### src/hw/rtl/yovl_pkg.sv
// Shared types, constants and helpers for the YUV overlay add/subtract blender.
// No dependencies; used by every module under hw/rtl.
`timescale 1ns / 1ps
`default_nettype none

package yovl_pkg;

    localparam int FIELD_W          = 16;
    localparam int SAMPLE_WIDTH_DEF = 16;
    localparam int NUM_PLANES       = 3;
    localparam int DEPTH_W          = 5;
    localparam int SHIFT_W          = 4;
    localparam int CFG_ADDR_W       = 8;
    localparam int PIPE_DEPTH       = 7;

    localparam int PLANE_Y  = 0;
    localparam int PLANE_CB = 1;
    localparam int PLANE_CR = 2;

    localparam logic [DEPTH_W-1:0] DEPTH_MIN      = 5'd8;
    // pull shift = 5 + (depth - 8) = depth - 3
    localparam logic [DEPTH_W-1:0] PULL_SHIFT_OFS = 5'd3;

    localparam logic [CFG_ADDR_W-1:0] REG_BIT_DEPTH     = 8'd0;
    localparam logic [CFG_ADDR_W-1:0] REG_SUBTRACT_MODE = 8'd1;
    localparam logic [CFG_ADDR_W-1:0] REG_USE_MASK      = 8'd2;
    localparam logic [CFG_ADDR_W-1:0] REG_OPACITY       = 8'd3;

    localparam logic [DEPTH_W-1:0] RST_BIT_DEPTH = 5'd8;
    localparam logic [FIELD_W-1:0] RST_OPACITY   = 16'd255;

    typedef struct packed {
        logic [DEPTH_W-1:0] depth;
        logic               subtract_mode;
        logic               use_mask;
        logic [FIELD_W-1:0] maxv;
        logic [FIELD_W-1:0] half;
        logic [FIELD_W-1:0] op;
        logic [SHIFT_W-1:0] shift;
        logic [FIELD_W-1:0] over;
    } cfg_t;

    // round(x / (2^depth - 1)) without a divider; valid for x <= maxv^2
    function automatic logic [FIELD_W-1:0] rdiv_max(
        input logic [2*FIELD_W-1:0] x,
        input logic [FIELD_W-1:0]   half,
        input logic [DEPTH_W-1:0]   depth
    );
        logic [2*FIELD_W+1:0] y;
        logic [2*FIELD_W+1:0] t;
        logic [2*FIELD_W+1:0] q;
        y = (2*FIELD_W+2)'(x) + (2*FIELD_W+2)'(half) - (2*FIELD_W+2)'(1);
        t = y + (y >> depth) + (2*FIELD_W+2)'(1);
        q = t >> depth;
        return q[FIELD_W-1:0];
    endfunction

endpackage

`default_nettype wire

### src/hw/rtl/yovl_scale.sv
// Stages C-D: overlay luma and chroma offsets scaled by weight, rounded
// division by max on the magnitude. Depends on yovl_pkg.
`timescale 1ns / 1ps
`default_nettype none

module yovl_scale #(
    parameter int SAMPLE_WIDTH = yovl_pkg::SAMPLE_WIDTH_DEF
) (
    input  wire logic                                          aclk,
    input  wire logic                                          aresetn,
    input  wire yovl_pkg::cfg_t                                cfg,
    input  wire logic                                          in_valid,
    output logic                                               in_ready,
    input  wire logic [yovl_pkg::NUM_PLANES-1:0][SAMPLE_WIDTH-1:0] in_base,
    input  wire logic [yovl_pkg::NUM_PLANES-1:0][SAMPLE_WIDTH-1:0] in_over,
    input  wire logic [yovl_pkg::NUM_PLANES-1:0][SAMPLE_WIDTH-1:0] in_wt,
    output logic                                               out_valid,
    input  wire logic                                          out_ready,
    output logic [yovl_pkg::NUM_PLANES-1:0][SAMPLE_WIDTH-1:0]  out_base,
    output logic [yovl_pkg::NUM_PLANES-1:0][SAMPLE_WIDTH:0]    out_term
);

    localparam int W  = SAMPLE_WIDTH;
    localparam int NP = yovl_pkg::NUM_PLANES;

    logic                     c_valid_reg;
    logic [NP-1:0][W-1:0]     c_base_reg;
    logic [NP-1:0]            c_neg_reg, c_neg_next;
    logic [NP-1:0][2*W-1:0]   c_prod_reg, c_prod_next;

    logic                     d_valid_reg;
    logic [NP-1:0][W-1:0]     d_base_reg;
    logic [NP-1:0][W:0]       d_term_reg, d_term_next;

    logic                     en_c, en_d;
    logic [W-1:0]             half_w;
    logic [NP-1:0][W-1:0]     mag, tmag;

    assign en_d     = !d_valid_reg || out_ready;
    assign en_c     = !c_valid_reg || en_d;
    assign in_ready = en_c;
    assign half_w   = cfg.half[W-1:0];

    always_comb begin
        mag[yovl_pkg::PLANE_Y]        = in_over[yovl_pkg::PLANE_Y];
        c_neg_next[yovl_pkg::PLANE_Y] = 1'b0;
        for (int i = yovl_pkg::PLANE_CB; i < NP; i++) begin
            c_neg_next[i] = in_over[i] < half_w;
            mag[i]        = c_neg_next[i] ? (half_w - in_over[i]) : (in_over[i] - half_w);
        end
        for (int i = 0; i < NP; i++) begin
            c_prod_next[i] = (2*W)'(in_wt[i]) * (2*W)'(mag[i]);
            tmag[i] = W'(yovl_pkg::rdiv_max((2*yovl_pkg::FIELD_W)'(c_prod_reg[i]),
                                            cfg.half, cfg.depth));
            d_term_next[i] = c_neg_reg[i] ? ((W+1)'(0) - {1'b0, tmag[i]}) : {1'b0, tmag[i]};
        end
    end

    always_ff @(posedge aclk) begin
        if (!aresetn) begin
            c_valid_reg <= 1'b0;
            d_valid_reg <= 1'b0;
        end else begin
            if (en_c) c_valid_reg <= in_valid;
            if (en_d) d_valid_reg <= c_valid_reg;
        end
    end

    always_ff @(posedge aclk) begin
        if (en_c) begin
            c_base_reg <= in_base;
            c_neg_reg  <= c_neg_next;
            c_prod_reg <= c_prod_next;
        end
        if (en_d) begin
            d_base_reg <= c_base_reg;
            d_term_reg <= d_term_next;
        end
    end

    assign out_valid = d_valid_reg;
    assign out_base  = d_base_reg;
    assign out_term  = d_term_reg;

endmodule

`default_nettype wire

### config.mk
export PLATFORM = sky130hd
export DESIGN_NAME = yovl_scale
export DESIGN_NICKNAME = d
export VERILOG_FILES = /design/src/hw/rtl/yovl_pkg.sv /design/src/hw/rtl/yovl_scale.sv
export SDC_FILE = /design/constraint.sdc
export NUM_CORES = 2
export LEC_CHECK = 0
export BUFFER_PORTS_ARGS = -buffer_cell sky130_fd_sc_hd__buf_2
export CAP_MARGIN = 20
export CORE_MARGIN = 1.5
export CORE_UTILIZATION = 30
export CTS_BUF_LIST = sky130_fd_sc_hd__clkbuf_8
export DETAILED_ROUTE_END_ITERATION = 10
export PLACE_DENSITY = 0.48
export SYNTH_ARGS = -nofsm -noshare
export SYNTH_HDL_FRONTEND = slang
export SYNTH_SLANG_ARGS = --single-unit
### constraint.sdc
create_clock -name aclk -period 12.48 [get_ports aclk]
set_input_delay 0.624 -clock aclk [delete_from_list [all_inputs] [get_ports aclk]]
set_output_delay 0.624 -clock aclk [all_outputs]
set_load 0.005 [all_outputs]
After elaboration in Yosys (flattened, before gate mapping)
Cells that the tools add are included.
Word-level totals
  word-level logic and storage cells: 54
  bits of input ports: 223
  register bits: 246
Cells by class
  $add $sub $neg: 18
  mux-type cells: 4
  multiply operators: 3
  shifts and indexed selects: 6
  reduce and logical (&&, ||, !) cells: 4
  $lt $le $gt $ge: 2
Operators with widths (number)
  34-bit by 1-bit adder with 34-bit output, second input constant: 3
  34-bit adder: 3
  34-bit by 5-bit >> shifter with 16-bit output: 3
  34-bit by 5-bit >> shifter with 34-bit output: 3
  33-bit by 1-bit subtractor with 34-bit output, second input constant: 3
  32-bit by 16-bit adder with 33-bit output: 3
  16-bit by 16-bit multiplier with 32-bit output: 3
  16-bit two-way mux: 4
  16-bit subtractor: 4
  1-bit by 16-bit subtractor with 17-bit output, first input constant: 2
  16-bit < comparator: 2
  1-bit logical NOT: 2
  1-bit logical OR: 2

Logic depth before layout (Yosys ltp)
  word-level depth: 8
  mapped depth: 45
  mapped depth without buffers: 43

Least setup slack after synthesis
Ideal clock, no wire load.
  path type: input to register
  from: in cfg[37] (netlist name)
  to: reg c_prod_reg[95] (netlist name) (data pin)
  slack: 2.646 ns
  buffers on the path: 3
  cell stages on the path: 40
  arrival: 9.574 ns
  cell sequence: inv_1 > fa_1 > a21o_1 > a21oi_1 > o21ai_0 > a221o_1 > a21o_1 > a21o_1 > a21oi_1 > o21bai_1 > clkbuf_1 > clkbuf_1 > nor2_1 > a21oi_1 > xnor2_1 > clkbuf_1 > nand2_1 > fa_1 > [4 not listed] > fa_1 > inv_1 > fa_1 > fa_1 > ha_1 > and2_1 > o21ai_0 > o31ai_1 > nor4_1 > o31ai_1 > o41a_1 > and4_1 > nor3_1 > a21oi_1 > and4_1 > nor3_1 > a21oi_1 > xnor2_1
RTL lines
  start, declared: RTL line yovl_scale.sv:11  | input wire yovl_pkg::cfg_t cfg,
  end signal, assigned: RTL line yovl_scale.sv:73  | c_prod_reg <= c_prod_next;
  end, declared: RTL line yovl_scale.sv:29  | logic [NP-1:0][2*W-1:0] c_prod_reg, c_prod_next;

==> metrics.txt <==
Vias per Instance=5.26; post-CTS setup buffer count=0; Pre-Repair DR Iteration Count=7; I/O Buffers=268; Async S/R FF share, synth=0%; vias in the first global route=51700; cts hold-fix bufs=1; CTS Root Cell=clkbuf_8; adder-cell share of the synthesized area=33.0%; first-pass GRT wire length=between 300 and 400 mm; post-synthesis simple-gate area fraction=between 15 and 20%; endpoint class of the critical path=flip-flop; Final Hold Fails=0; GRT Total Usage=20.3%; EDFF count, synth=244; placed cells=9865; CP peak stage delay=between 0.6 and 0.7 ns; post_cts resized=0; Post-Syn Area per Cell=just over 8 um^2; CP arrival=between 10 and 15 ns; most common flop cell mapped by yosys=edfxtp_1; Fillers=20900; M3 GR Usage=3.07%; area fraction of the dominant cell type after synthesis=19.9%; I/O pins=324; DRC viols=0; Worst Path Max Fanout=8; die extent in y=roughly 450 um; First DRT Iteration DRCs=around 4200; reg2reg start=c_prod_reg[33]; HP Class=input pin to flip-flop; final setup margin=1.53 ns; Post-Synthesis Cells=~7000; Synth Area in XOR/XNOR=4.10%; GP Congestion=roughly 0.94; CTS tree=done; Crit path top cell by count=inv_1; via count=52400; share of cells above drive strength 1=between 8 and 9%; global route overflow=0; FMAX=0.0914 GHz; CP startpoint=cfg[37]; Post-DP HPWL=165 mm; met1 Use GR=between 20 and 30%; full die area=approximately 0.2 mm^2; Setup Slack @ Placement=0.886 ns; Synth Register Bits=roughly 250; CTS buffer count=46; Core Rows=between 150 and 200; pin count of the biggest net entering global routing=118; Max Slew Vio Count=0; Data required, critical path=12.91 ns; Worst-Skew Late Latency=0.70 ns; FF-to-FF End=out_term[32]; max cap viols=0; CTS H-Tree Depth=2; most frequent cells after synthesis=inv_1 (1065), nand2_1 (858), ha_1 (619); Cell Count, Final, Fillers Out=between 9000 and 10000; Setup TNS=0 ns; Initial Util=30.1%; Synth Area in Compound Gates=18.5%; slowest CP cell=o311ai_1; Reg2Reg Depth=36; post-synthesis mux area share=5.64%; Worst-path clk slew=0.06 ns; Synth area leader=fa_1; Setup violations, final=0; FF-to-FF setup slack=1.95 ns; antenna violations before repair=29; Wirelength per Cell=20.8 um; worst slew pin tran=1.17 ns; Synth cell types=118; Synth area leaders=fa_1 (20%), ha_1 (13%), edfxtp_1 (12%); Routed Wire Length=slightly above 200 mm; Sink Count=246; Post-Syn Area=0.0595 mm^2; synth warn=0; Net Count, Synth=8648; most common cell in the netlist=inv_1; setup repair after global routing missed its margin=no; number of flip-flops in the largest register=96; worst setup path end=out_term[32]; Max clock buf depth=3; crit path kind=input pin to flip-flop; final core utilization=32.6%; status=finished clean; Net count, final=about 8700; largest family of logic cells by synthesized area=adder cells; GRT busiest layer=met2; Seq/Total Area, Yosys=between 10% and 20%; skew final=around 0.022 ns; M2 GR Usage=32.5%; Rel. slew slack=21.3%; post-layout minimum cycle time=10.95 ns; layout overhead on the synthesized area=8.26%; Antenna Nets Post-Route=0; fraction of the cycle the final worst path needs=87.7%; Die Width=448 um; Critical Path Start Type=input pin; Core Area=0.197 mm^2
==> through the flow <==
stage          cell area [um^2]  hold slack, ns
5_1_grt                   64400          0.0406
6_report                  64400          0.0875
2_1_floorplan             59500           0.400
4_1_cts                   64300         0.00133
3_3_place_gp              63400           0.401
3_5_place_dp              63400           0.405
==> routing by layer <==
layer / wire, um / vias to the layer above
met2: 92100 / 1814
met1: 95700 / 25500
met5: 194 / -
li1: - / 24700
met4: 5120 / 30
met3: 14200 / 280
==> cell type report <==
type / instances / area [um^2] / area share, %
flip-flops and latches: 246 / 7370 / 11.4
well taps: 2640 / 3300 / 5.13
multi-input cells: 5552 / 46600 / 72.5
clock buffers: 46 / 633 / 0.984
inverters: 1067 / 4020 / 6.25
repair buffers: 362 / 2090 / 3.24
diodes: 6 / 15.0 / 0.0233
clock inverters: 39 / 290 / 0.451
==> critical path, delay by kind of cell <==
family / cells / cell delay, ns
compound gates: 13 / 4.53
buf+inv: 5 / 0.95
mux: 3 / 0.80
fa+ha+maj: 5 / 1.60
xor+xnor: 2 / 0.57
simple gates: 9 / 2.24
==> cells by family (layout without fill, tap and decap cells) <==
group / count (synthesis) / in the layout
buf+inv: 1416 / 1514
other cells: 1 / 7
flops: 246 / 246
compound gates: 1597 / 1597
mux: 293 / 293
fa+ha+maj: 1211 / 1211
xor+xnor: 278 / 278
simple gates: 2172 / 2172
==> placed cells by master, fill, tap and decap left out, types with 82 or more instances in the layout <==
cell,n
ha_1,619
and2_1,308
a21oi_1,373
edfxtp_1,244
a211oi_1,129
buf_4,93
mux2_2,84
a21o_1,163
nand3_1,100
mux2i_1,184
nor3_1,126
nor2_1,432
buf_2,264
o21ai_0,244
xnor2_1,196
fa_1,592
inv_1,1069
xor2_1,82
nand2_1,857
==> worst min-delay path by stage <==
stage / start / to / slack, ns / cells past startpoint
CTS: in_base[32] / c_base_reg[32] / 0.001 / 1
global route: in_base[22] / c_base_reg[22] / 0.04 / 1
floorplan: c_base_reg[0] / out_base[0] / 0.40 / 0
detailed placement: c_base_reg[15] / out_base[15] / 0.40 / 0
global placement: c_base_reg[16] / out_base[16] / 0.40 / 0
finish: in_base[32] / c_base_reg[32] / 0.09 / 1
Power is left out: the tool's default activity adds up to more than one toggle a clock period on the data nets, which glitch-free logic cannot reach.
