### config.mk
export PLATFORM = sky130hd
export DESIGN_NAME = yovl_cfg
export DESIGN_NICKNAME = d
export VERILOG_FILES = /design/src/hw/rtl/yovl_pkg.sv /design/src/hw/rtl/yovl_cfg.sv
export SDC_FILE = /design/constraint.sdc
export NUM_CORES = 1
export LEC_CHECK = 0
export BUFFER_PORTS_ARGS = -buffer_cell sky130_fd_sc_hd__buf_2
export CORE_ASPECT_RATIO = 0.9
export CORE_MARGIN = 2
export CORE_UTILIZATION = 51
export DETAILED_ROUTE_END_ITERATION = 10
export PLACE_DENSITY = 0.87
export SLEW_MARGIN = 20
export SYNTH_ARGS = -nofsm -noshare
export SYNTH_HDL_FRONTEND = slang
export SYNTH_SLANG_ARGS = --single-unit
### constraint.sdc
create_clock -name aclk -period 9.28 [get_ports aclk]
set_clock_uncertainty 0.05 [all_clocks]
set_input_delay 0.464 -clock aclk [delete_from_list [all_inputs] [get_ports aclk]]
set_output_delay 0.464 -clock aclk [all_outputs]
set_load 0.1 [all_outputs]
### src/hw/rtl/yovl_pkg.sv
// Shared types, constants and helpers for the YUV overlay add/subtract blender.
// No dependencies; used by every module under hw/rtl.
`timescale 1ns / 1ps
`default_nettype none

package yovl_pkg;

    localparam int FIELD_W          = 16;
    localparam int SAMPLE_WIDTH_DEF = 16;
    localparam int NUM_PLANES       = 3;
    localparam int DEPTH_W          = 5;
    localparam int SHIFT_W          = 4;
    localparam int CFG_ADDR_W       = 8;
    localparam int PIPE_DEPTH       = 7;

    localparam int PLANE_Y  = 0;
    localparam int PLANE_CB = 1;
    localparam int PLANE_CR = 2;

    localparam logic [DEPTH_W-1:0] DEPTH_MIN      = 5'd8;
    // pull shift = 5 + (depth - 8) = depth - 3
    localparam logic [DEPTH_W-1:0] PULL_SHIFT_OFS = 5'd3;

    localparam logic [CFG_ADDR_W-1:0] REG_BIT_DEPTH     = 8'd0;
    localparam logic [CFG_ADDR_W-1:0] REG_SUBTRACT_MODE = 8'd1;
    localparam logic [CFG_ADDR_W-1:0] REG_USE_MASK      = 8'd2;
    localparam logic [CFG_ADDR_W-1:0] REG_OPACITY       = 8'd3;

    localparam logic [DEPTH_W-1:0] RST_BIT_DEPTH = 5'd8;
    localparam logic [FIELD_W-1:0] RST_OPACITY   = 16'd255;

    typedef struct packed {
        logic [DEPTH_W-1:0] depth;
        logic               subtract_mode;
        logic               use_mask;
        logic [FIELD_W-1:0] maxv;
        logic [FIELD_W-1:0] half;
        logic [FIELD_W-1:0] op;
        logic [SHIFT_W-1:0] shift;
        logic [FIELD_W-1:0] over;
    } cfg_t;

    // round(x / (2^depth - 1)) without a divider; valid for x <= maxv^2
    function automatic logic [FIELD_W-1:0] rdiv_max(
        input logic [2*FIELD_W-1:0] x,
        input logic [FIELD_W-1:0]   half,
        input logic [DEPTH_W-1:0]   depth
    );
        logic [2*FIELD_W+1:0] y;
        logic [2*FIELD_W+1:0] t;
        logic [2*FIELD_W+1:0] q;
        y = (2*FIELD_W+2)'(x) + (2*FIELD_W+2)'(half) - (2*FIELD_W+2)'(1);
        t = y + (y >> depth) + (2*FIELD_W+2)'(1);
        q = t >> depth;
        return q[FIELD_W-1:0];
    endfunction

endpackage

`default_nettype wire

### src/hw/rtl/yovl_cfg.sv
// Configuration registers and depth-derived constants.
// Depends on yovl_pkg.
`timescale 1ns / 1ps
`default_nettype none

module yovl_cfg #(
    parameter int SAMPLE_WIDTH = yovl_pkg::SAMPLE_WIDTH_DEF
) (
    input  wire logic                              aclk,
    input  wire logic                              aresetn,
    input  wire logic                              cfg_valid,
    output logic                                   cfg_ready,
    input  wire logic [yovl_pkg::CFG_ADDR_W-1:0]   cfg_addr,
    input  wire logic [yovl_pkg::FIELD_W-1:0]      cfg_wdata,
    output yovl_pkg::cfg_t                         cfg
);

    localparam logic [yovl_pkg::DEPTH_W-1:0] DEPTH_MAX = yovl_pkg::DEPTH_W'(SAMPLE_WIDTH);

    logic [yovl_pkg::DEPTH_W-1:0] bit_depth_reg;
    logic                         subtract_mode_reg;
    logic                         use_mask_reg;
    logic [yovl_pkg::FIELD_W-1:0] opacity_reg;

    logic [yovl_pkg::DEPTH_W-1:0] depth;
    logic [yovl_pkg::FIELD_W:0]   range;
    logic [yovl_pkg::FIELD_W-1:0] maxv;
    logic [yovl_pkg::SHIFT_W-1:0] shift;

    assign cfg_ready = 1'b1;

    always_ff @(posedge aclk) begin
        if (!aresetn) begin
            bit_depth_reg     <= yovl_pkg::RST_BIT_DEPTH;
            subtract_mode_reg <= 1'b0;
            use_mask_reg      <= 1'b0;
            opacity_reg       <= yovl_pkg::RST_OPACITY;
        end else if (cfg_valid) begin
            unique case (cfg_addr)
                yovl_pkg::REG_BIT_DEPTH:     bit_depth_reg     <= cfg_wdata[yovl_pkg::DEPTH_W-1:0];
                yovl_pkg::REG_SUBTRACT_MODE: subtract_mode_reg <= cfg_wdata[0];
                yovl_pkg::REG_USE_MASK:      use_mask_reg      <= cfg_wdata[0];
                yovl_pkg::REG_OPACITY:       opacity_reg       <= cfg_wdata;
                default: ;
            endcase
        end
    end

    always_comb begin
        if (bit_depth_reg < yovl_pkg::DEPTH_MIN) begin
            depth = yovl_pkg::DEPTH_MIN;
        end else if (bit_depth_reg > DEPTH_MAX) begin
            depth = DEPTH_MAX;
        end else begin
            depth = bit_depth_reg;
        end
        range = (yovl_pkg::FIELD_W+1)'(1) << depth;
        maxv  = yovl_pkg::FIELD_W'(range - (yovl_pkg::FIELD_W+1)'(1));
        shift = yovl_pkg::SHIFT_W'(depth - yovl_pkg::PULL_SHIFT_OFS);

        cfg.depth         = depth;
        cfg.subtract_mode = subtract_mode_reg;
        cfg.use_mask      = use_mask_reg;
        cfg.maxv          = maxv;
        cfg.half          = yovl_pkg::FIELD_W'(1) << (depth - yovl_pkg::DEPTH_W'(1));
        cfg.op            = (opacity_reg > maxv) ? maxv : opacity_reg;
        cfg.shift         = shift;
        cfg.over          = yovl_pkg::FIELD_W'(1) << shift;
    end

endmodule

`default_nettype wire

# --- Word level (Yosys, flattened, before mapping) ---
# Cells that the tools add are included.
classes:
  magnitude_cmp: 3
  n_mux: 3
  reduce_logical: 5
  addsub: 3
  shifts: 3
  n_eq_ne: 3
op_table:
  columns: ["op", "count"]
  rows:
  - ["1-bit by 5-bit left shift with 16-bit output (first input constant)", 2]
  - ["8-bit by 2-bit == test with 1-bit output (second input constant)", 2]
  - ["16-bit greater-than comparator", 1]
  - ["16-bit two-way mux", 1]
  - ["1-bit by 4-bit left shift with 16-bit output (first input constant)", 1]
  - ["16-bit by 1-bit subtractor with 16-bit output (second input constant)", 1]
  - ["5-bit two-way mux", 2]
  - ["8-bit by 1-bit == test with 1-bit output (second input constant)", 1]
  - ["8-bit zero test", 1]
  - ["2-bit AND reduction", 4]
  - ["5-bit greater-than comparator (second input constant)", 1]
  - ["5-bit by 4-bit < comparator with 1-bit output (second input constant)", 1]
  - ["5-bit by 1-bit subtractor with 5-bit output (second input constant)", 1]
  - ["4-bit by 2-bit subtractor with 4-bit output (second input constant)", 1]
totals:
  register_bits: 23
  out_inout_bits: 76
  wordCells: 24

# --- Longest topological paths before layout ---
depth:
  depth_word: 7
  mapped_depth: 18

# --- Least setup slack after synthesis ---
# No wires, ideal clock.
synth_timing:
  path_kind: "reg2out"
  startpoint: "register bit_depth_reg[4] in the netlist's numbering"
  endpoint: "output cfg[29] in the netlist's numbering"
  path_slack_ns: 1.193
  path_stages_with_launch: 19
  t_arrival_ns: 7.573
  required_time_ns: 8.766
  path_cell_list: "dfxtp_1 -> buf_2 -> nor2b_1 -> nand2_1 -> inv_1 -> ha_1 -> ha_1 -> nor2_1 -> xnor2_1 -> o21ai_0 -> inv_1 -> ha_1 -> and4_1 -> nand3_2 -> nor3_2 -> a21oi_1 -> a32oi_2 -> buf_6 -> mux2_1"
synth_lines:
  columns: ["element", "line_no", "source"]
  rows:
  - ["start, declared", "yovl_cfg.sv:20", "logic [yovl_pkg::DEPTH_W-1:0] bit_depth_reg;"]
  - ["start signal, assigned", "yovl_cfg.sv:34", "bit_depth_reg <= yovl_pkg::RST_BIT_DEPTH;"]
  - ["start signal, assigned", "yovl_cfg.sv:40", "yovl_pkg::REG_BIT_DEPTH: bit_depth_reg <= cfg_wdata[yovl_pkg::DEPTH_W-1:0];"]
  - ["end, declared", "yovl_cfg.sv:15", "output yovl_pkg::cfg_t cfg"]

==> results.md <==
- Status: finished, final reports clean
- Worst Hold End: opacity_reg[7]$_SDFFE_PN1P_
- CTS tree: done
- Critical Path RT: roughly 9 ns
- Via/cell ratio: 5.23
- CTS buffer count: 3
- PnR Total Power: between 200 and 250 uW
- Largest net degree at the start of global routing: 24
- Global route overflow: 0
- Arr. time, crit path: 5.37 ns
- Post-CTS Resized: 0
- Async SR Flop Fraction: 0%
- HP Class: input port to flop
- Crit share post-route: 63.4%
- Clk_lat worst skew: 0.27 ns
- Post-Syn Area per Cell: 8.33 sq um
- RSZ-0062 raised after global routing: false
- Setup bufs post-CTS: 0
- GPL Wtd Cong: 0.817
- Pwr Density: roughly 85 nW/um^2
- Hold depth: 3
- Tightest Pin Transition: ~0.94 ns
- Max rail drop VDD: about 0.073 mV
- Initial Utilization: between 50 and 60%
- Synth cell types: 43
- Dpl ws: between 3 and 4 ns
- Vias after detailed routing: 2,040
- CP endpoint kind: output port
- N_diodes: 0
- Synth Flop Type: dfxtp_1
- Wire length of the first global-routing pass: 8310 um
- Min Clock Period, post-route: around 5.9 ns
- Reg-to-reg endpoint: bit_depth_reg[4]$_SDFFE_PN0P_
- Commonest cells in the netlist: nand2_1, ha_1, dfxtp_1, mux2i_1, inv_1
- Layout Nets: a little under 400
- Global Route Usage Sum: between 20% and 30%
- Leading area contributor after synthesis: dfxtp_1
- Cell Count Post-Placement: between 300 and 400
- Hold Crit Start: cfg_wdata[7]
- FP Rows: 22
- H-tree depth: 1
- DR iter-0 viols: 115
- Initial antenna violation count: 0
- # Max-Cap Violations: 0
- Die area: around 4700 sq um
- Worst r2r path cells: 2
- Final Max Tran Viols: 0
- R2R Setup Slk: between 8 and 9 ns
- Post-synth EDFFs: 0
- Multi-input gate area: approximately 1500 sq um
- Crit-path max FO: 16
- Worst slew margin: 37.1%
- Fillcell total: about 360
- Number of global-route vias before repair: roughly 1,800
- Setup_tns: 0 ns
- Setup violations, final: 0
- CTS clk-pin slew, worst paths: approximately 0.08 ns
- Reg2reg start: bit_depth_reg[4]$_SDFFE_PN0P_
- Crit Path Class: flop to output port
- Leakage power: roughly 1.5 nW
- Most frequent cell after synthesis: nand2_1
- WHS: ~0.35 ns
- CP Launch Type: flop
- Chip width: around 72 um
- WL/cell: roughly 13 um
- Routed WL: slightly above 5000 um
- Worst setup margin: ~3.4 ns
- Port bufs: just over 90
- Remaining DRCs: 0
- Chip Height: 65.5 um
- FF+latch count, synth: 23
- Final hold violations: 0
- Post-route ant nets: 0
- Max reg flops: 16
- Seq/Total Area, Yosys: between 20% and 30%
- Core box area: between 4000 and 5000 sq um
- Share of the synthesized area in the top cell type: between 20% and 30%
- Final core utilization: between 60% and 70%
- Syn. warnings: 0
- Gate Count Post-Synth: ~260
- Layout area overhead: 22.7%
- Dpl cell area: roughly 2600 sq um
- Fmax: about 170 MHz
- Top-Level Pins: between 100 and 150
- Cell Area, Synth: between 2000 and 2500 sq um
- Hold-fix buffers, CTS: 0
- Finished Layout Cells: 390
- Root buf cell: clkbuf_8
- Reg area: about 460 sq um
- Layout cell share with drive strength beyond 1: a little over a third
- Synth top area cells: dfxtp_1, ha_1, mux2i_1
- Total clock sinks: 23
- Post-Layout Inst Area: 2630 sq um
- Maximum clock path buffer count: 2
- First drt pass iteration count: 4
- DP HPWL: between 4000 and 5000 um
==> report_power, final <==
group	switching [mW]	internal [mW]
registers	0.000122	0.0987
clock network	0.0345	0.0305
logic	0.0457	0.0132
==> cells by family after synthesis <==
logic type	after synthesis	synth area share [%]
and+or+nand+nor	102	27.9
DFF	23	21.5
adders and majority gates	24	14.0
AOI/OAI and AO/OA	24	7.25
xor gates and xnor gates	7	2.86
buffers and inverters	40	9.00
muxes	35	17.1
other	2	0.351
==> how the worst max path moves through the flow <==
stage | from | to | slack (ns)
global placement | bit_depth_reg[4]$_SDFFE_PN0P_ | cfg[32] | 4.01
CTS | bit_depth_reg[4]$_SDFFE_PN0P_ | cfg[32] | 3.46
detailed placement | bit_depth_reg[4]$_SDFFE_PN0P_ | cfg[32] | 3.79
finish | bit_depth_reg[4]$_SDFFE_PN0P_ | cfg[32] | 3.40
global route | bit_depth_reg[4]$_SDFFE_PN0P_ | cfg[32] | 3.07
floorplan | bit_depth_reg[4]$_SDFFE_PN0P_ | cfg[29] | 1.19
==> worst max-delay path: stages (launching register included) <==
cell and delay (ns):
dfxtp_1 0.52, nor2b_1 0.13, nand2_1 0.18, inv_1 0.12, ha_1 0.26, ha_1 0.27
nor4_1 0.55, nor2_1 0.11, o22ai_1 0.32, inv_1 0.10, ha_1 0.31, and4_1 0.24
nand3_2 0.11, nor3_2 0.25, a21oi_1 0.11, a32oi_2 0.76, mux2_2 0.32, buf_2 0.43
==> area by class of cell <==
cell class | count | share of cell area (%)
Clock buffer | 3 | 1.57
Clock inverter | 1 | 0.286
Inverter | 19 | 2.71
Multi-Input combinational cell | 203 | 57.9
Sequential cell | 23 | 17.5
Tap cell | 48 | 2.29
Timing Repair Buffer | 93 | 17.7
==> layer usage <==
layer / track usage, % / vias up / part of all wire, %
met5: 0 / - / 0
met4: 4.72 / 0 / 0.56
met3: 4.60 / 4 / 6.6
met2: 38.3 / 64 / 49
met1: 28.0 / 942 / 43
li1: - / 1030 / -
==> placed cells by master, fill, tap and decap left out, types with 2 or more instances in the layout <==
cell type / n
nor2_1: 11
buf_2: 93
inv_1: 18
and3_1: 12
nand2_1: 25
and2_1: 11
mux2_2: 10
o22ai_1: 2
xnor2_1: 6
clkbuf_8: 3
mux2_1: 2
a21oi_1: 8
nor3_1: 5
conb_1: 11
dfxtp_1: 23
mux2i_1: 23
nand3_2: 2
nor2b_1: 16
a21o_1: 2
or2_2: 4
ha_1: 24
nor3b_1: 6
o21ai_0: 6
(Power assumes the default switching activity.)
