## config.mk

```make
export PLATFORM = sky130hd
export DESIGN_NAME = yovl_weight
export DESIGN_NICKNAME = d
export VERILOG_FILES = /design/src/hw/rtl/yovl_pkg.sv /design/src/hw/rtl/yovl_weight.sv
export SDC_FILE = /design/constraint.sdc
export NUM_CORES = 2
export LEC_CHECK = 0
export ABC_AREA = 1
export BUFFER_PORTS_ARGS = -buffer_cell sky130_fd_sc_hd__clkbuf_2
export CORE_ASPECT_RATIO = 1.2
export CORE_MARGIN = 3
export CORE_UTILIZATION = 25
export DETAILED_ROUTE_END_ITERATION = 12
export GPL_TIMING_DRIVEN = 0
export HOLD_SLACK_MARGIN = 0.05
export PLACE_DENSITY = 0.51
export SLEW_MARGIN = 20
export SYNTH_ARGS = -nofsm -noshare
export SYNTH_HDL_FRONTEND = slang
export SYNTH_SLANG_ARGS = --single-unit
```

## constraint.sdc

```tcl
create_clock -name aclk -period 9.8 [get_ports aclk]
set_clock_uncertainty 0.05 [all_clocks]
set_input_delay 1.96 -clock aclk [delete_from_list [all_inputs] [get_ports aclk]]
set_output_delay 1.96 -clock aclk [all_outputs]
set_load 0.01 [all_outputs]
```

## src/hw/rtl/yovl_pkg.sv

```systemverilog
// Shared types, constants and helpers for the YUV overlay add/subtract blender.
// No dependencies; used by every module under hw/rtl.
`timescale 1ns / 1ps
`default_nettype none

package yovl_pkg;

    localparam int FIELD_W          = 16;
    localparam int SAMPLE_WIDTH_DEF = 16;
    localparam int NUM_PLANES       = 3;
    localparam int DEPTH_W          = 5;
    localparam int SHIFT_W          = 4;
    localparam int CFG_ADDR_W       = 8;
    localparam int PIPE_DEPTH       = 7;

    localparam int PLANE_Y  = 0;
    localparam int PLANE_CB = 1;
    localparam int PLANE_CR = 2;

    localparam logic [DEPTH_W-1:0] DEPTH_MIN      = 5'd8;
    // pull shift = 5 + (depth - 8) = depth - 3
    localparam logic [DEPTH_W-1:0] PULL_SHIFT_OFS = 5'd3;

    localparam logic [CFG_ADDR_W-1:0] REG_BIT_DEPTH     = 8'd0;
    localparam logic [CFG_ADDR_W-1:0] REG_SUBTRACT_MODE = 8'd1;
    localparam logic [CFG_ADDR_W-1:0] REG_USE_MASK      = 8'd2;
    localparam logic [CFG_ADDR_W-1:0] REG_OPACITY       = 8'd3;

    localparam logic [DEPTH_W-1:0] RST_BIT_DEPTH = 5'd8;
    localparam logic [FIELD_W-1:0] RST_OPACITY   = 16'd255;

    typedef struct packed {
        logic [DEPTH_W-1:0] depth;
        logic               subtract_mode;
        logic               use_mask;
        logic [FIELD_W-1:0] maxv;
        logic [FIELD_W-1:0] half;
        logic [FIELD_W-1:0] op;
        logic [SHIFT_W-1:0] shift;
        logic [FIELD_W-1:0] over;
    } cfg_t;

    // round(x / (2^depth - 1)) without a divider; valid for x <= maxv^2
    function automatic logic [FIELD_W-1:0] rdiv_max(
        input logic [2*FIELD_W-1:0] x,
        input logic [FIELD_W-1:0]   half,
        input logic [DEPTH_W-1:0]   depth
    );
        logic [2*FIELD_W+1:0] y;
        logic [2*FIELD_W+1:0] t;
        logic [2*FIELD_W+1:0] q;
        y = (2*FIELD_W+2)'(x) + (2*FIELD_W+2)'(half) - (2*FIELD_W+2)'(1);
        t = y + (y >> depth) + (2*FIELD_W+2)'(1);
        q = t >> depth;
        return q[FIELD_W-1:0];
    endfunction

endpackage

`default_nettype wire

```

## src/hw/rtl/yovl_weight.sv

```systemverilog
// Stages A-B: sample masking to depth, mask x opacity product, rounded division
// by max giving the per-plane weight (the opacity itself when use_mask is off). Depends on yovl_pkg.
`timescale 1ns / 1ps
`default_nettype none

module yovl_weight #(
    parameter int SAMPLE_WIDTH = yovl_pkg::SAMPLE_WIDTH_DEF
) (
    input  wire logic                                             aclk,
    input  wire logic                                             aresetn,
    input  wire yovl_pkg::cfg_t                                   cfg,
    input  wire logic                                             in_valid,
    output logic                                                  in_ready,
    input  wire logic [yovl_pkg::NUM_PLANES-1:0][yovl_pkg::FIELD_W-1:0] in_base,
    input  wire logic [yovl_pkg::NUM_PLANES-1:0][yovl_pkg::FIELD_W-1:0] in_over,
    input  wire logic [yovl_pkg::NUM_PLANES-1:0][yovl_pkg::FIELD_W-1:0] in_mask,
    output logic                                                  out_valid,
    input  wire logic                                             out_ready,
    output logic [yovl_pkg::NUM_PLANES-1:0][SAMPLE_WIDTH-1:0]     out_base,
    output logic [yovl_pkg::NUM_PLANES-1:0][SAMPLE_WIDTH-1:0]     out_over,
    output logic [yovl_pkg::NUM_PLANES-1:0][SAMPLE_WIDTH-1:0]     out_wt
);

    localparam int W  = SAMPLE_WIDTH;
    localparam int NP = yovl_pkg::NUM_PLANES;

    logic                     a_valid_reg;
    logic [NP-1:0][W-1:0]     a_base_reg, a_base_next;
    logic [NP-1:0][W-1:0]     a_over_reg, a_over_next;
    logic [NP-1:0][2*W-1:0]   a_prod_reg, a_prod_next;

    logic                     b_valid_reg;
    logic [NP-1:0][W-1:0]     b_base_reg;
    logic [NP-1:0][W-1:0]     b_over_reg;
    logic [NP-1:0][W-1:0]     b_wt_reg, b_wt_next;

    logic                     en_a, en_b;
    logic [W-1:0]             maxv_w, op_w;
    logic [NP-1:0][W-1:0]     mask_m;

    assign en_b     = !b_valid_reg || out_ready;
    assign en_a     = !a_valid_reg || en_b;
    assign in_ready = en_a;
    assign maxv_w   = cfg.maxv[W-1:0];
    assign op_w     = cfg.op[W-1:0];

    always_comb begin
        for (int i = 0; i < NP; i++) begin
            a_base_next[i] = in_base[i][W-1:0] & maxv_w;
            a_over_next[i] = in_over[i][W-1:0] & maxv_w;
            mask_m[i]      = in_mask[i][W-1:0] & maxv_w;
            a_prod_next[i] = (2*W)'(mask_m[i]) * (2*W)'(op_w);
            b_wt_next[i]   = cfg.use_mask
                ? W'(yovl_pkg::rdiv_max((2*yovl_pkg::FIELD_W)'(a_prod_reg[i]),
                                        cfg.half, cfg.depth))
                : op_w;
        end
    end

    always_ff @(posedge aclk) begin
        if (!aresetn) begin
            a_valid_reg <= 1'b0;
            b_valid_reg <= 1'b0;
        end else begin
            if (en_a) a_valid_reg <= in_valid;
            if (en_b) b_valid_reg <= a_valid_reg;
        end
    end

    always_ff @(posedge aclk) begin
        if (en_a) begin
            a_base_reg <= a_base_next;
            a_over_reg <= a_over_next;
            a_prod_reg <= a_prod_next;
        end
        if (en_b) begin
            b_base_reg <= a_base_reg;
            b_over_reg <= a_over_reg;
            b_wt_reg   <= b_wt_next;
        end
    end

    assign out_valid = b_valid_reg;
    assign out_base  = b_base_reg;
    assign out_over  = b_over_reg;
    assign out_wt    = b_wt_reg;

endmodule

`default_nettype wire

```

## Yosys cells after proc, flatten, opt, wreduce, memory -nomap -nowiden

Cells that the tools add are included.

| operators by class | value |
|---|---|
| $add $sub $neg | 12 |
| multiply operators | 3 |
| shift-type cells | 6 |
| mux-type cells | 3 |
| bitwise gates (word level) | 9 |
| reductions and logical operators | 4 |

Operators with widths:

| kind | number |
|---|---|
| $and 16x16->16 | 9 |
| $add 34x1->34 const B | 3 |
| $add 34x34->34 | 3 |
| $shr 34x5->16 | 3 |
| $shr 34x5->34 | 3 |
| $sub 33x1->34 const B | 3 |
| $add 32x16->33 | 3 |
| $mul 16x16->32 | 3 |
| $mux 16 | 3 |
| $logic_not 1->1 | 2 |
| $logic_or 1x1->1 | 2 |

| word-level totals | value |
|---|---|
| register bits | 338 |
| output and inout bits | 146 |
| logic and storage cells | 57 |

## Depth between registers and ports, before layout

| depth | value |
|---|---|
| depth after elaboration | 7 |
| gate-level depth with buffers | 49 |
| depth with buffers taken out | 49 |

## Worst setup path before layout

No wires, ideal clock.

| path | value |
|---|---|
| path kind | input -> register |
| from | input port out_ready |
| to | register a_base_reg[0] (netlist bit) (enable) |
| setup time | 2051 ps |
| arrival time | 6367 ps |
| required time | 7699 ps |
| path slack | 1331 ps |
| stages | 2 |
| cells stage by stage | inv_1 > nand3_1 |

| between the ends | value |
|---|---|
| word-level cells in the longest chain between the ends | 2 |

RTL lines:

| element | RTL line | text |
|---|---|---|
| start: declaration | yovl_weight.sv:18 | `input wire logic out_ready,` |
| $logic_or 1x1->1 | yovl_weight.sv:41 | `assign en_b = !b_valid_reg \|\| out_ready;` |
| $logic_or 1x1->1 | yovl_weight.sv:42 | `assign en_a = !a_valid_reg \|\| en_b;` |
| named net in_ready | yovl_weight.sv:13 | `output logic in_ready,` |
| end signal: assignment | yovl_weight.sv:72 | `a_base_reg <= a_base_next;` |
| end: declaration | yovl_weight.sv:28 | `logic [NP-1:0][W-1:0] a_base_reg, a_base_next;` |

The timed path passes the listed nets, and every way through them passes these cells.
A chain may end at the register's enable or synchronous reset.

==> results.md <==
* Layout Nets at approximately 10,000
* Clock Pin Slew Worst Setup and Hold Paths at 60 ps
* Unrepaired setup endpoints after global routing: false
* P&R area growth vs syn at 12.20%
* Hold WC Path Type: register to register
* Commonest non-fill, non-tap cells in the layout: nand2_1 (2,409), inv_1 (1,521), nand3_1 (1,162), nor2_1 (623), fa_1 (588)
* CP max stage cell: xor2_1
* Worst-Margin Slew at around 1300 ps
* Initial antenna violation count at 30
* Post-Syn Area at a little over 60,000 um^2
* Crit. End Element: register
* Hold_buf cts at 0
* Routability Congestion at 1.077
* Worst Setup SP: cfg[37]
* Die height at approximately 540 um
* Final Cycle Share at 0.9604
* H-tree levels at 2
* Synth Instances at ~8,700
* Cts bufs inserted at ~40
* Vias in the first global route at ~62,000
* Layout cells sized above 1 at 0.06855
* HP Start: a_over_reg[39]$_DFFE_PP_
* Worst-case clock buffer depth at 3
* Final hold vios at 0
* Core Region at ~240,000 um^2
* Num rows at 197
* Yosys reg bits at approximately 340
* R2R depth at 40
* Post_cts resized at 0
* Die area at around 250,000 um^2
* Slowest stage delay, CP at 870 ps
* Detailed Route Iter0 Violations at ~6,200
* Synth warn at 0
* Detailed Route WL at approximately 340,000 um
* Via Count at about 63,000
* Initial Util at 0.2518
* DRC viols at 0
* Netlist cell types at 67
* Final Slew Violations at 0
* R2r setup slk at approximately 1900 ps
* Placed cell areas at roughly 67,000 um^2
* All-Layer GR Usage at 0.2695
* FF-to-FF Start: a_prod_reg[33]$_DFFE_PP_
* # setup viols final at 0
* Synth Flop Type: edfxtp_1
* Required @ worst endpoint at 10,080 ps
* RR Endpoint: out_wt[16]$_DFFE_PP_
* TritonRoute pass-1 iters at 9
* Seq/Total Area, Yosys at 0.1674
* Mean area per synthesized cell at between 6 and 7 um^2
* CP Capture Point: out_wt[16]$_DFFE_PP_
* Root Buffer Master: clkbuf_16
* Critical Path Fanout Max at 4
* Type of origin of the critical path: input pin
* Max reg flops at 96
* Upper clock frequency limit at roughly 0.11 GHz
* Clk sinks at roughly 340
* Postcts setup bufs at 0
* EDFF count, synth at approximately 340
* Critical path's most frequent cell: nand2_1
* WP data arrival at 9690 ps
* DIE WIDTH at 455.2 um
* Hold_ws at around 340 ps
* Detailed Place HPWL at approximately 280,000 um
* Global route total overflow at 0
* # port buffers at ~320
* CTS tree: done
* Antenna Nets Post-Route at 0
* Design Area, Final at approximately 68,000 um^2
* Syn_nets at 10,066
* Commonest non-fill, non-tap cell in the layout: nand2_1
* Vias/cell at 5.133
* Global-route wire length before repair at 471,400 um
* Critical path class: input pin to register
* Run status: finished clean
* Slew headroom at 0.1053
* Max_cap viols at 0
* Synth async-reset ratio at 0
* Min cycle time layout at 9412 ps
* Largest net degree at the start of global routing at 53
* Clock Latency Late Sink at 650 ps
* Routed len/inst at between 20 and 30 um
* # IOs at approximately 370
==> cells by family (layout without fill, tap and decap cells) <==
logic type / after synthesis / in the layout / synth area share
simple gates: 4416 / 4416 / 0.3083
buf+inv: 1861 / 2264 / 0.1178
fa+ha+maj: 1143 / 1143 / 0.3092
compound gates: 773 / 773 / 0.07176
flops: 338 / 338 / 0.1674
xor+xnor: 165 / 165 / 0.02487
mux: 4 / 4 / 0.0006616
other cells: 0 / 13 / 0
==> layer usage <==
layer / GRT usage / share of wire / vias to the layer above
li1: - / - / 28358
met1: 0.3207 / 0.38 / 30660
met2: 0.4356 / 0.45 / 3196
met3: 0.05005 / 0.078 / 907
met4: 0.1934 / 0.088 / 10
met5: 0 / 0.00021 / -
==> per-stage QoR <==
step / TNS [ps] / utilization / std cells / setup slack (ps)
3_5_place_dp: 0 / 0.2767 / 12212 / 45.72
4_1_cts: 0 / 0.2824 / 12287 / 719.8
6_report: 0 / 0.2825 / 12300 / 387.9
2_1_floorplan: 0 / - / 8700 / 1331
5_1_grt: 0 / 0.2824 / 12288 / 265.9
3_3_place_gp: -377460 / 0.2750 / 12201 / -2645
==> worst max-delay path: cells and delay by family <==
kind	cells	cell delay [ps]
and+or+nand+nor	24	3020
adders and majority gates	5	1680
AOI/OAI and AO/OA	4	1130
buffers and inverters	7	980
xor gates and xnor gates	1	870
==> final cells by class <==
type | instances | area (um^2)
Antenna cell | 13 | 32.53
Buffer | 325 | 1475
Clock buffer | 42 | 1030
Clock inverter | 33 | 324.1
Fill cell | 26816 | 172400
Inverter | 1536 | 5766
Multi-Input combinational cell | 6501 | 43320
Sequential cell | 338 | 10130
Tap cell | 3184 | 3984
Timing Repair Buffer | 328 | 1844
==> cells in the mapped netlist, types with 10 or more instances <==
cell,instances,share of area
nand2_1,2410,0.15
nand3b_1,34,0.0042
edfxtp_1,336,0.17
a21oi_1,361,0.030
nand3_2,11,0.0018
nor2_1,624,0.039
nand4_1,60,0.0062
nand2_2,17,0.0018
nand3_1,1163,0.096
or2_2,11,0.0011
buf_1,65,0.0040
o21a_1,14,0.0017
o21ai_0,208,0.017
nor2_2,10,0.0010
o21ai_1,29,0.0024
o211ai_1,28,0.0035
nor4_1,15,0.0016
nor3_1,38,0.0031
o21bai_1,41,0.0051
buf_2,30,0.0025
xor2_1,104,0.015
fa_1,588,0.19
a21o_1,22,0.0027
xnor2_1,53,0.0077
clkinv_1,10,0.00062
clkbuf_1,214,0.013
ha_1,555,0.11
a31oi_1,22,0.0023
inv_1,1521,0.094
==> worst min-delay path by stage <==
stage | endpoint | cells past startpoint
2_1_floorplan | out_base[0]$_DFFE_PP_ | 0
3_3_place_gp | out_base[22]$_DFFE_PP_ | 0
3_5_place_dp | out_base[40]$_DFFE_PP_ | 0
4_1_cts | out_over[39]$_DFFE_PP_ | 0
5_1_grt | out_over[39]$_DFFE_PP_ | 0
6_report | out_over[39]$_DFFE_PP_ | 0
Power is left out: the tool's default activity adds up to more than one toggle a clock period on the data nets, which glitch-free logic cannot reach.
