<file path="config.mk">
export PLATFORM = sky130hd
export DESIGN_NAME = yovl_mix
export DESIGN_NICKNAME = d
export VERILOG_FILES = /design/src/hw/rtl/yovl_pkg.sv /design/src/hw/rtl/yovl_mix.sv
export SDC_FILE = /design/constraint.sdc
export NUM_CORES = 2
export LEC_CHECK = 0
export BUFFER_PORTS_ARGS = -buffer_cell sky130_fd_sc_hd__buf_2
export CAP_MARGIN = 5
export CORE_ASPECT_RATIO = 1.25
export CORE_MARGIN = 10
export CORE_UTILIZATION = 40
export DETAILED_ROUTE_END_ITERATION = 12
export PLACE_DENSITY = 0.62
export SYNTH_ARGS = -nofsm -noshare
export SYNTH_HDL_FRONTEND = slang
export SYNTH_SLANG_ARGS = --single-unit
</file>
<file path="constraint.sdc">
create_clock -name aclk -period 19.5 [get_ports aclk]
set_input_delay 2.925 -clock aclk [delete_from_list [all_inputs] [get_ports aclk]]
set_output_delay 2.925 -clock aclk [all_outputs]
set_load 0.005 [all_outputs]
</file>
<file path="src/hw/rtl/yovl_pkg.sv">
// Shared types, constants and helpers for the YUV overlay add/subtract blender.
// No dependencies; used by every module under hw/rtl.
`timescale 1ns / 1ps
`default_nettype none

package yovl_pkg;

    localparam int FIELD_W          = 16;
    localparam int SAMPLE_WIDTH_DEF = 16;
    localparam int NUM_PLANES       = 3;
    localparam int DEPTH_W          = 5;
    localparam int SHIFT_W          = 4;
    localparam int CFG_ADDR_W       = 8;
    localparam int PIPE_DEPTH       = 7;

    localparam int PLANE_Y  = 0;
    localparam int PLANE_CB = 1;
    localparam int PLANE_CR = 2;

    localparam logic [DEPTH_W-1:0] DEPTH_MIN      = 5'd8;
    // pull shift = 5 + (depth - 8) = depth - 3
    localparam logic [DEPTH_W-1:0] PULL_SHIFT_OFS = 5'd3;

    localparam logic [CFG_ADDR_W-1:0] REG_BIT_DEPTH     = 8'd0;
    localparam logic [CFG_ADDR_W-1:0] REG_SUBTRACT_MODE = 8'd1;
    localparam logic [CFG_ADDR_W-1:0] REG_USE_MASK      = 8'd2;
    localparam logic [CFG_ADDR_W-1:0] REG_OPACITY       = 8'd3;

    localparam logic [DEPTH_W-1:0] RST_BIT_DEPTH = 5'd8;
    localparam logic [FIELD_W-1:0] RST_OPACITY   = 16'd255;

    typedef struct packed {
        logic [DEPTH_W-1:0] depth;
        logic               subtract_mode;
        logic               use_mask;
        logic [FIELD_W-1:0] maxv;
        logic [FIELD_W-1:0] half;
        logic [FIELD_W-1:0] op;
        logic [SHIFT_W-1:0] shift;
        logic [FIELD_W-1:0] over;
    } cfg_t;

    // round(x / (2^depth - 1)) without a divider; valid for x <= maxv^2
    function automatic logic [FIELD_W-1:0] rdiv_max(
        input logic [2*FIELD_W-1:0] x,
        input logic [FIELD_W-1:0]   half,
        input logic [DEPTH_W-1:0]   depth
    );
        logic [2*FIELD_W+1:0] y;
        logic [2*FIELD_W+1:0] t;
        logic [2*FIELD_W+1:0] q;
        y = (2*FIELD_W+2)'(x) + (2*FIELD_W+2)'(half) - (2*FIELD_W+2)'(1);
        t = y + (y >> depth) + (2*FIELD_W+2)'(1);
        q = t >> depth;
        return q[FIELD_W-1:0];
    endfunction

endpackage

`default_nettype wire

</file>
<file path="src/hw/rtl/yovl_mix.sv">
// Stages E-G: add or subtract, overshoot detection, chroma pull toward
// neutral, luma clip and chroma clamp; stage G is the output register.
// Depends on yovl_pkg.
`timescale 1ns / 1ps
`default_nettype none

module yovl_mix #(
    parameter int SAMPLE_WIDTH = yovl_pkg::SAMPLE_WIDTH_DEF
) (
    input  wire logic                                          aclk,
    input  wire logic                                          aresetn,
    input  wire yovl_pkg::cfg_t                                cfg,
    input  wire logic                                          in_valid,
    output logic                                               in_ready,
    input  wire logic [yovl_pkg::NUM_PLANES-1:0][SAMPLE_WIDTH-1:0] in_base,
    input  wire logic [yovl_pkg::NUM_PLANES-1:0][SAMPLE_WIDTH:0]   in_term,
    output logic                                               out_valid,
    input  wire logic                                          out_ready,
    output logic [yovl_pkg::NUM_PLANES-1:0][SAMPLE_WIDTH-1:0]  out_pix
);

    localparam int W  = SAMPLE_WIDTH;
    localparam int NP = yovl_pkg::NUM_PLANES;
    localparam int NC = NP - 1;

    function automatic logic [W-1:0] clamp_max(input logic signed [W+1:0] v,
                                               input logic [W-1:0] maxv);
        logic signed [W+1:0] hi;
        hi = $signed({2'b00, maxv});
        if (v < 0) return '0;
        if (v > hi) return maxv;
        return v[W-1:0];
    endfunction

    // stage E
    logic                     e_valid_reg;
    logic [W-1:0]             e_y_reg, e_y_next;
    logic signed [W+1:0]      e_c_reg [NC];
    logic signed [W+1:0]      e_c_next [NC];
    logic                     e_pull_reg, e_pull_next;
    logic [W-3:0]             e_k_reg, e_k_next;

    // stage F
    logic                     f_valid_reg;
    logic [W-1:0]             f_y_reg;
    logic signed [W+1:0]      f_c_reg [NC];
    logic signed [2*W:0]      f_prod_reg [NC];
    logic signed [2*W:0]      f_prod_next [NC];
    logic [2*W-1:0]           f_hterm_reg, f_hterm_next;
    logic                     f_pull_reg;

    // stage G
    logic                     g_valid_reg;
    logic [NP-1:0][W-1:0]     g_pix_reg, g_pix_next;

    logic                     en_e, en_f, en_g;
    logic [W-1:0]             maxv_w;
    logic [W-3:0]             over_w;
    logic signed [W+1:0]      ysum;
    logic signed [W+1:0]      bext [NP];
    logic signed [W+1:0]      text [NP];
    logic signed [W+2:0]      kraw, mneg, over_s;
    logic signed [2*W:0]      ua, ka;
    logic signed [2*W+1:0]    psum [NC];
    logic signed [2*W+1:0]    pshr [NC];
    logic signed [W+1:0]      cval [NC];

    assign en_g     = !g_valid_reg || out_ready;
    assign en_f     = !f_valid_reg || en_g;
    assign en_e     = !e_valid_reg || en_f;
    assign in_ready = en_e;
    assign maxv_w   = cfg.maxv[W-1:0];
    assign over_w   = cfg.over[W-3:0];

    always_comb begin
        for (int i = 0; i < NP; i++) begin
            bext[i] = {2'b00, in_base[i]};
            text[i] = (W+2)'($signed(in_term[i]));
        end
        ysum = cfg.subtract_mode ? (bext[yovl_pkg::PLANE_Y] - text[yovl_pkg::PLANE_Y])
                                 : (bext[yovl_pkg::PLANE_Y] + text[yovl_pkg::PLANE_Y]);
        for (int j = 0; j < NC; j++) begin
            e_c_next[j] = cfg.subtract_mode ? (bext[j+1] - text[j+1]) : (bext[j+1] + text[j+1]);
        end
        over_s = $signed({5'b00000, over_w});
        kraw   = $signed({3'b000, maxv_w}) + $signed((W+3)'(1)) + over_s - (W+3)'(ysum);
        mneg   = -((W+3)'(ysum));
        if (cfg.subtract_mode) begin
            e_pull_next = ysum < 0;
            e_k_next    = (mneg > over_s) ? '0 : (over_w - mneg[W-3:0]);
        end else begin
            e_pull_next = ysum > $signed({2'b00, maxv_w});
            e_k_next    = (kraw < 0) ? '0 : kraw[W-3:0];
        end
        e_y_next = clamp_max(ysum, maxv_w);
    end

    always_comb begin
        ka = (2*W+1)'(e_k_reg);
        for (int j = 0; j < NC; j++) begin
            ua             = (2*W+1)'(e_c_reg[j]);
            f_prod_next[j] = ua * ka;
        end
        f_hterm_next = (2*W)'(over_w - e_k_reg) << (cfg.depth - yovl_pkg::DEPTH_W'(1));
    end

    always_comb begin
        g_pix_next[yovl_pkg::PLANE_Y] = f_y_reg;
        for (int j = 0; j < NC; j++) begin
            psum[j] = $signed({2'b00, f_hterm_reg}) + (2*W+2)'(f_prod_reg[j]);
            pshr[j] = psum[j] >>> cfg.shift;
            cval[j] = f_pull_reg ? $signed(pshr[j][W+1:0]) : f_c_reg[j];
            g_pix_next[j+1] = clamp_max(cval[j], maxv_w);
        end
    end

    always_ff @(posedge aclk) begin
        if (!aresetn) begin
            e_valid_reg <= 1'b0;
            f_valid_reg <= 1'b0;
            g_valid_reg <= 1'b0;
        end else begin
            if (en_e) e_valid_reg <= in_valid;
            if (en_f) f_valid_reg <= e_valid_reg;
            if (en_g) g_valid_reg <= f_valid_reg;
        end
    end

    always_ff @(posedge aclk) begin
        if (en_e) begin
            e_y_reg    <= e_y_next;
            e_c_reg    <= e_c_next;
            e_pull_reg <= e_pull_next;
            e_k_reg    <= e_k_next;
        end
        if (en_f) begin
            f_y_reg     <= e_y_reg;
            f_c_reg     <= e_c_reg;
            f_prod_reg  <= f_prod_next;
            f_hterm_reg <= f_hterm_next;
            f_pull_reg  <= e_pull_reg;
        end
        if (en_g) begin
            g_pix_reg <= g_pix_next;
        end
    end

    assign out_valid = g_valid_reg;
    assign out_pix   = g_pix_reg;

endmodule

`default_nettype wire

</file>
# Word level (Yosys, flattened, before mapping)
# Index checks and enable logic that the tools add are counted.
# W data, S select, Z words.
classes:
  addsub: 15
  n_mux: 30
  mul: 2
  reduce_logical: 6
  n_shift: 3
  order_cmp: 8
op_table:
  columns: ["cell", "n"]
  rows:
  - ["$mux W16", 12]
  - ["$mux W18", 5]
  - ["$add A33 B33 Y34", 2]
  - ["$sshr A34 B4 Y18", 2]
  - ["$mul A18 B15 Y33", 2]
  - ["$add A17 B17 Y18", 3]
  - ["$gt A18 B17 Y1", 3]
  - ["$lt A18 B1 Y1 const B", 3]
  - ["$sub A17 B17 Y18", 3]
  - ["$mux W14", 3]
  - ["$shl A32 B5 Y32", 1]
  - ["$gt A19 B15 Y1", 1]
  - ["$lt A19 B1 Y1 const B", 1]
  - ["$neg A18 Y19", 1]
  - ["$sub A19 B18 Y19", 1]
  - ["$add A17 B14 Y18", 1]
  - ["$add A16 B1 Y17 const B", 1]
  - ["$sub A14 B14 Y15", 1]
  - ["$sub A14 B14 Y14", 1]
  - ["$mux W1", 10]
  - ["$sub A5 B1 Y5 const B", 1]
  - ["$logic_not A1 Y1", 3]
  - ["$logic_or A1 B1 Y1", 3]
totals:
  input_bits: 178
  ff_bits: 269
  out_inout_bits: 50
  elab_cells: 82

# Logic depth before layout (Yosys ltp)
depth:
  ltp_word: 8
  ltp_mapped: 29
  mapped_depth_nobuf: 27

# Worst setup path before layout
# No wires, ideal clock.
synth_path:
  path_kind: "in2reg"
  start: "in cfg[69] (netlist bit)"
  end: "reg e_y_reg[9] (data pin)"
  arrival_time_ns: 7.842
  stages: 23
  setup_ns: 0.266
  setup_slack_ns: 11.392
  required_ns: 19.234
  n_path_buf: 4
  path_cell_list: "buf_4 -> clkbuf_1 -> mux2_2 -> inv_1 -> ha_1 -> nor2b_1 -> o31a_1 -> o31a_1 -> o2111ai_1 -> a21oi_1 -> and4_1 -> nor3_1 -> inv_1 -> ha_1 -> nor2b_1 -> o21ai_0 -> nand2b_1 -> a221o_1 -> a21boi_0 -> buf_1 -> buf_2 -> mux2i_1 -> nor2_1"
synth_via:
  elab_chain_cells: 6
  word_cells_on_any_way: 9
  classes_between: "2 x order compare; 7 x mux"
synth_lines:
  columns: ["item", "line", "rtl"]
  rows:
  - ["start: declaration", "yovl_mix.sv:12", "input wire yovl_pkg::cfg_t cfg,"]
  - ["$mux W18 (*)", "yovl_mix.sv:80", "ysum = cfg.subtract_mode ? (bext[yovl_pkg::PLANE_Y] - text[yovl_pkg::PLANE_Y])"]
  - ["$gt A18 B17 Y1", "yovl_mix.sv:31", "if (v > hi) return maxv;"]
  - ["$mux W1 (2 in series)", "yovl_mix.sv:31", null]
  - ["$mux W16", "yovl_mix.sv:32", "return v[W-1:0];"]
  - ["$mux W16 (*)", "yovl_mix.sv:31", null]
  - ["end signal: assignment", "yovl_mix.sv:131", "e_y_reg <= e_y_next;"]
  - ["end: declaration", "yovl_mix.sv:37", "logic [W-1:0] e_y_reg, e_y_next;"]
# Mark *: on every way between the ends. The rest lies on a longest branch, timed or not. The select of a mux whose other input is x is not followed.
# A chain may end at the register's enable or synchronous reset.

# Final worst setup path
layout_path:
  start: "in cfg[69] (netlist bit)"
  end: "reg e_k_reg[0] (data pin)"
layout_via:
  elab_chain_cells: 5
  word_cells_on_any_way: 9
  classes_between: "3 x add/sub; 2 x order compare; 4 x mux"
layout_lines:
  columns: ["item", "line", "rtl"]
  rows:
  - ["$mux W18", "yovl_mix.sv:80", null]
  - ["$sub A19 B18 Y19 / $neg A18 Y19 (equally long branches)", "yovl_mix.sv:86, yovl_mix.sv:87", null]
  - ["$lt A19 B1 Y1 (tied with other cells)", "yovl_mix.sv:93", "e_k_next = (kraw < 0) ? '0 : kraw[W-3:0];"]
  - ["$mux W14 (on tied branches)", "yovl_mix.sv:93, yovl_mix.sv:90", null]
  - ["$mux W14 (*)", "yovl_mix.sv:88", "if (cfg.subtract_mode) begin"]
  - ["net e_k_next[0]", "yovl_mix.sv:41", "logic [W-3:0] e_k_reg, e_k_next;"]
  - ["end signal: assignment", "yovl_mix.sv:134", "e_k_reg <= e_k_next;"]
  - ["end: declaration", "yovl_mix.sv:41", null]
# Mark *: on every way through the listed nets, which the timed path passes. The rest lies on a longest branch.

==> run summary <==
Setup crit start kind -> input pin
post-synth cell types -> 102
f_max -> 115 MHz
WL per Instance -> 21.2 µm
vias in the first global route -> 35600
final hold viol count -> 0
clock buffer depth -> 3
most frequent cells in the layout -> 700 x inv_1, 493 x fa_1, 421 x nand2_1, 395 x ha_1, 315 x nor2_1
Post-CTS Setup Inserts -> 0
Clk Latency, worst-skew pair -> 0.60 ns
Mean Syn Cell Area -> 9.13 µm²
CP max FO -> 60
Worst EP required -> 19.80 ns
Num CTS Buffers -> 35
row cnt -> 134
commonest non-fill, non-tap cell in the layout -> inv_1
slew at the pin with the worst max-slew slack -> 1.19 ns
sequential share of the synthesized area -> 0.187
Syn. warnings -> 0
CTS tree -> yes
Post-synth top flop -> edfxtp_1
PortBufs -> 192
final WL -> 133000 µm
vias per std cell -> 5.55
CTS Root Buffer Type -> clkbuf_16
detailed-route via count -> 34800
syn nets -> 5773
max reg flops -> 66
synthesis-stage register bit count -> 269
core area -> 0.107 mm²
routability cong. -> 0.966
hold wc startpoint -> e_y_reg[7]$_SDFFCE_PP0P_
setup TNS -> 0 ns
Die W -> 313 µm
pin count of the biggest net entering global routing -> 70
hpwl dp -> 105000 µm
Reg clk slew, reported paths -> 0.06 ns
status -> completed
asr flop ratio synth -> 0
Tmin final -> 8.72 ns
clock skew -> 0.0449 ns
die area -> 0.121 mm²
initial DRC count -> 2805
EDFF count, synth -> 266
initial antenna violation count -> 22
ratio of final minimum period to clock period -> 0.447
min-delay worst type -> reg -> reg
critical path class -> in -> reg
Synth Cell Area -> 0.0430 mm²
final setup fails -> 0
relative slew slack -> 0.204
Sink Count -> 269
Final #Nets -> 5872
Tot GR Track Use -> 0.217
arrival time of the worst setup path -> 9.02 ns
Max Cap Viol -> 0
share of the synthesized area in the top cell type -> 0.230
Detailed Routing Iterations Pass 1 -> 8
Area Growth Syn to Fin -> 8.46%
RSZ-0062 raised after global routing -> no
hold-fix buffers at CTS -> 0
Resized cells post-CTS -> 0
beginning of the critical path -> cfg[69]
DRC Markers -> 0
proportion of layout cells with a drive suffix above 1 -> 0.0882
H-Tree Depth -> 2
I/O pin total -> 228
Syn Inst Count -> 4707
grt ovf -> 0
Routed Antenna Nets -> 0
Die Y -> 386 µm
Crit. End Element -> flop
Initial Utilization -> 0.402
first-pass GRT wire length -> 206000 µm
Reg-to-Reg Start -> e_k_reg[3]$_DFFE_PP_
final slew viol count -> 0
cell taking the most area after synthesis -> fa_1
ranking of synthesized cells by area -> fa_1 23%, edfxtp_1 19%, ha_1 12%, inv_1 6.1%, and2_1 4.1%
==> worst max-delay path, cell delays in order <==
cell,delay [ns]
buf_2,0.07
buf_4,0.51
mux2_2,0.43
inv_1,0.06
ha_1,0.21
nor2b_1,0.14
o31a_1,0.25
o31a_1,0.28
o2111ai_1,0.29
nand4b_1,0.15
xor2_1,0.91
nor4_1,0.16
xnor2_1,0.21
ha_1,0.44
o21ai_0,0.11
nand2b_1,0.08
a21oi_1,0.07
a211o_1,0.23
a21o_1,0.19
a21oi_1,0.15
a31oi_1,0.11
o21ai_2,0.77
o22ai_1,0.21
==> area by class of cell <==
cell class | instances | area [µm²]
fill | 10500 | 60200
multi-input combinational | 3537 | 31500
sequential | 269 | 8050
inverter | 706 | 2650
tap | 1428 | 1790
timing repair buffer | 257 | 1450
clock buffer | 45 | 943
clock inverter | 17 | 189
antenna | 6 | 15.0
==> per-layer routing <==
metal | track usage | share of wire | up-vias
li1 | - | - | 16000
met1 | 0.264 | 0.39 | 17200
met2 | 0.373 | 0.49 | 1155
met4 | 0.0961 | 0.050 | 16
met5 | 0 | 0.00086 | -
met3 | 0.0358 | 0.072 | 330
==> path summary, 6_finish.rpt <==
| kind | to | slack [ns] | depth (start not counted) |
|---|---|---|---|
| hold / removal | f_y_reg[7]$_DFFE_PP_ | 0.42 | 0 |
| setup reg to reg | f_prod_reg[58]$_DFFE_PP_ | 11.91 | 23 |
| setup / recovery | e_k_reg[0]$_DFFE_PP_ | 10.78 | 23 |
| hold reg to reg | f_y_reg[7]$_DFFE_PP_ | 0.42 | 0 |
==> kinds of logic (layout without fill, tap and decap cells) <==
group | after synthesis | count (layout) | synth area share
AO/OA/AOI/OAI | 885 | 885 | 0.140
flip-flops | 269 | 269 | 0.187
multiplexers | 124 | 124 | 0.0381
AND/OR/NAND/NOR | 1379 | 1379 | 0.157
adder cells (fa/ha/maj) | 888 | 888 | 0.345
other | 0 | 6 | 0
XOR/XNOR | 261 | 261 | 0.0534
buffers and inverters | 901 | 1025 | 0.0800
==> metrics by stage <==
stage                     setup slack [ns]  hold WS (ns)  utilization  area [µm²]  instances
final                                10.78         0.419        0.436       46600       6265
after global routing                 10.34         0.429        0.436       46600       6260
after CTS                            10.85         0.419        0.436       46600       6259
after detailed placement             10.24         0.405        0.426       45500       6197
after global placement               10.18         0.402        0.426       45500       6197
after floorplan                      11.39         0.400            -       43000       4707
==> Yosys cell counts (57+ instances only) <==
master,instances
a211oi_1,61
a21o_1,81
a21oi_1,238
and2_1,285
clkbuf_1,162
edfxtp_1,266
fa_1,493
ha_1,395
inv_1,703
mux2i_1,76
nand2_1,422
nand3_1,59
nor2_1,315
nor3_1,69
o21ai_0,153
xnor2_1,203
xor2_1,57
Power is not shown: default switching activity piles up to over one toggle a cycle in this logic, so the estimate is an artifact.
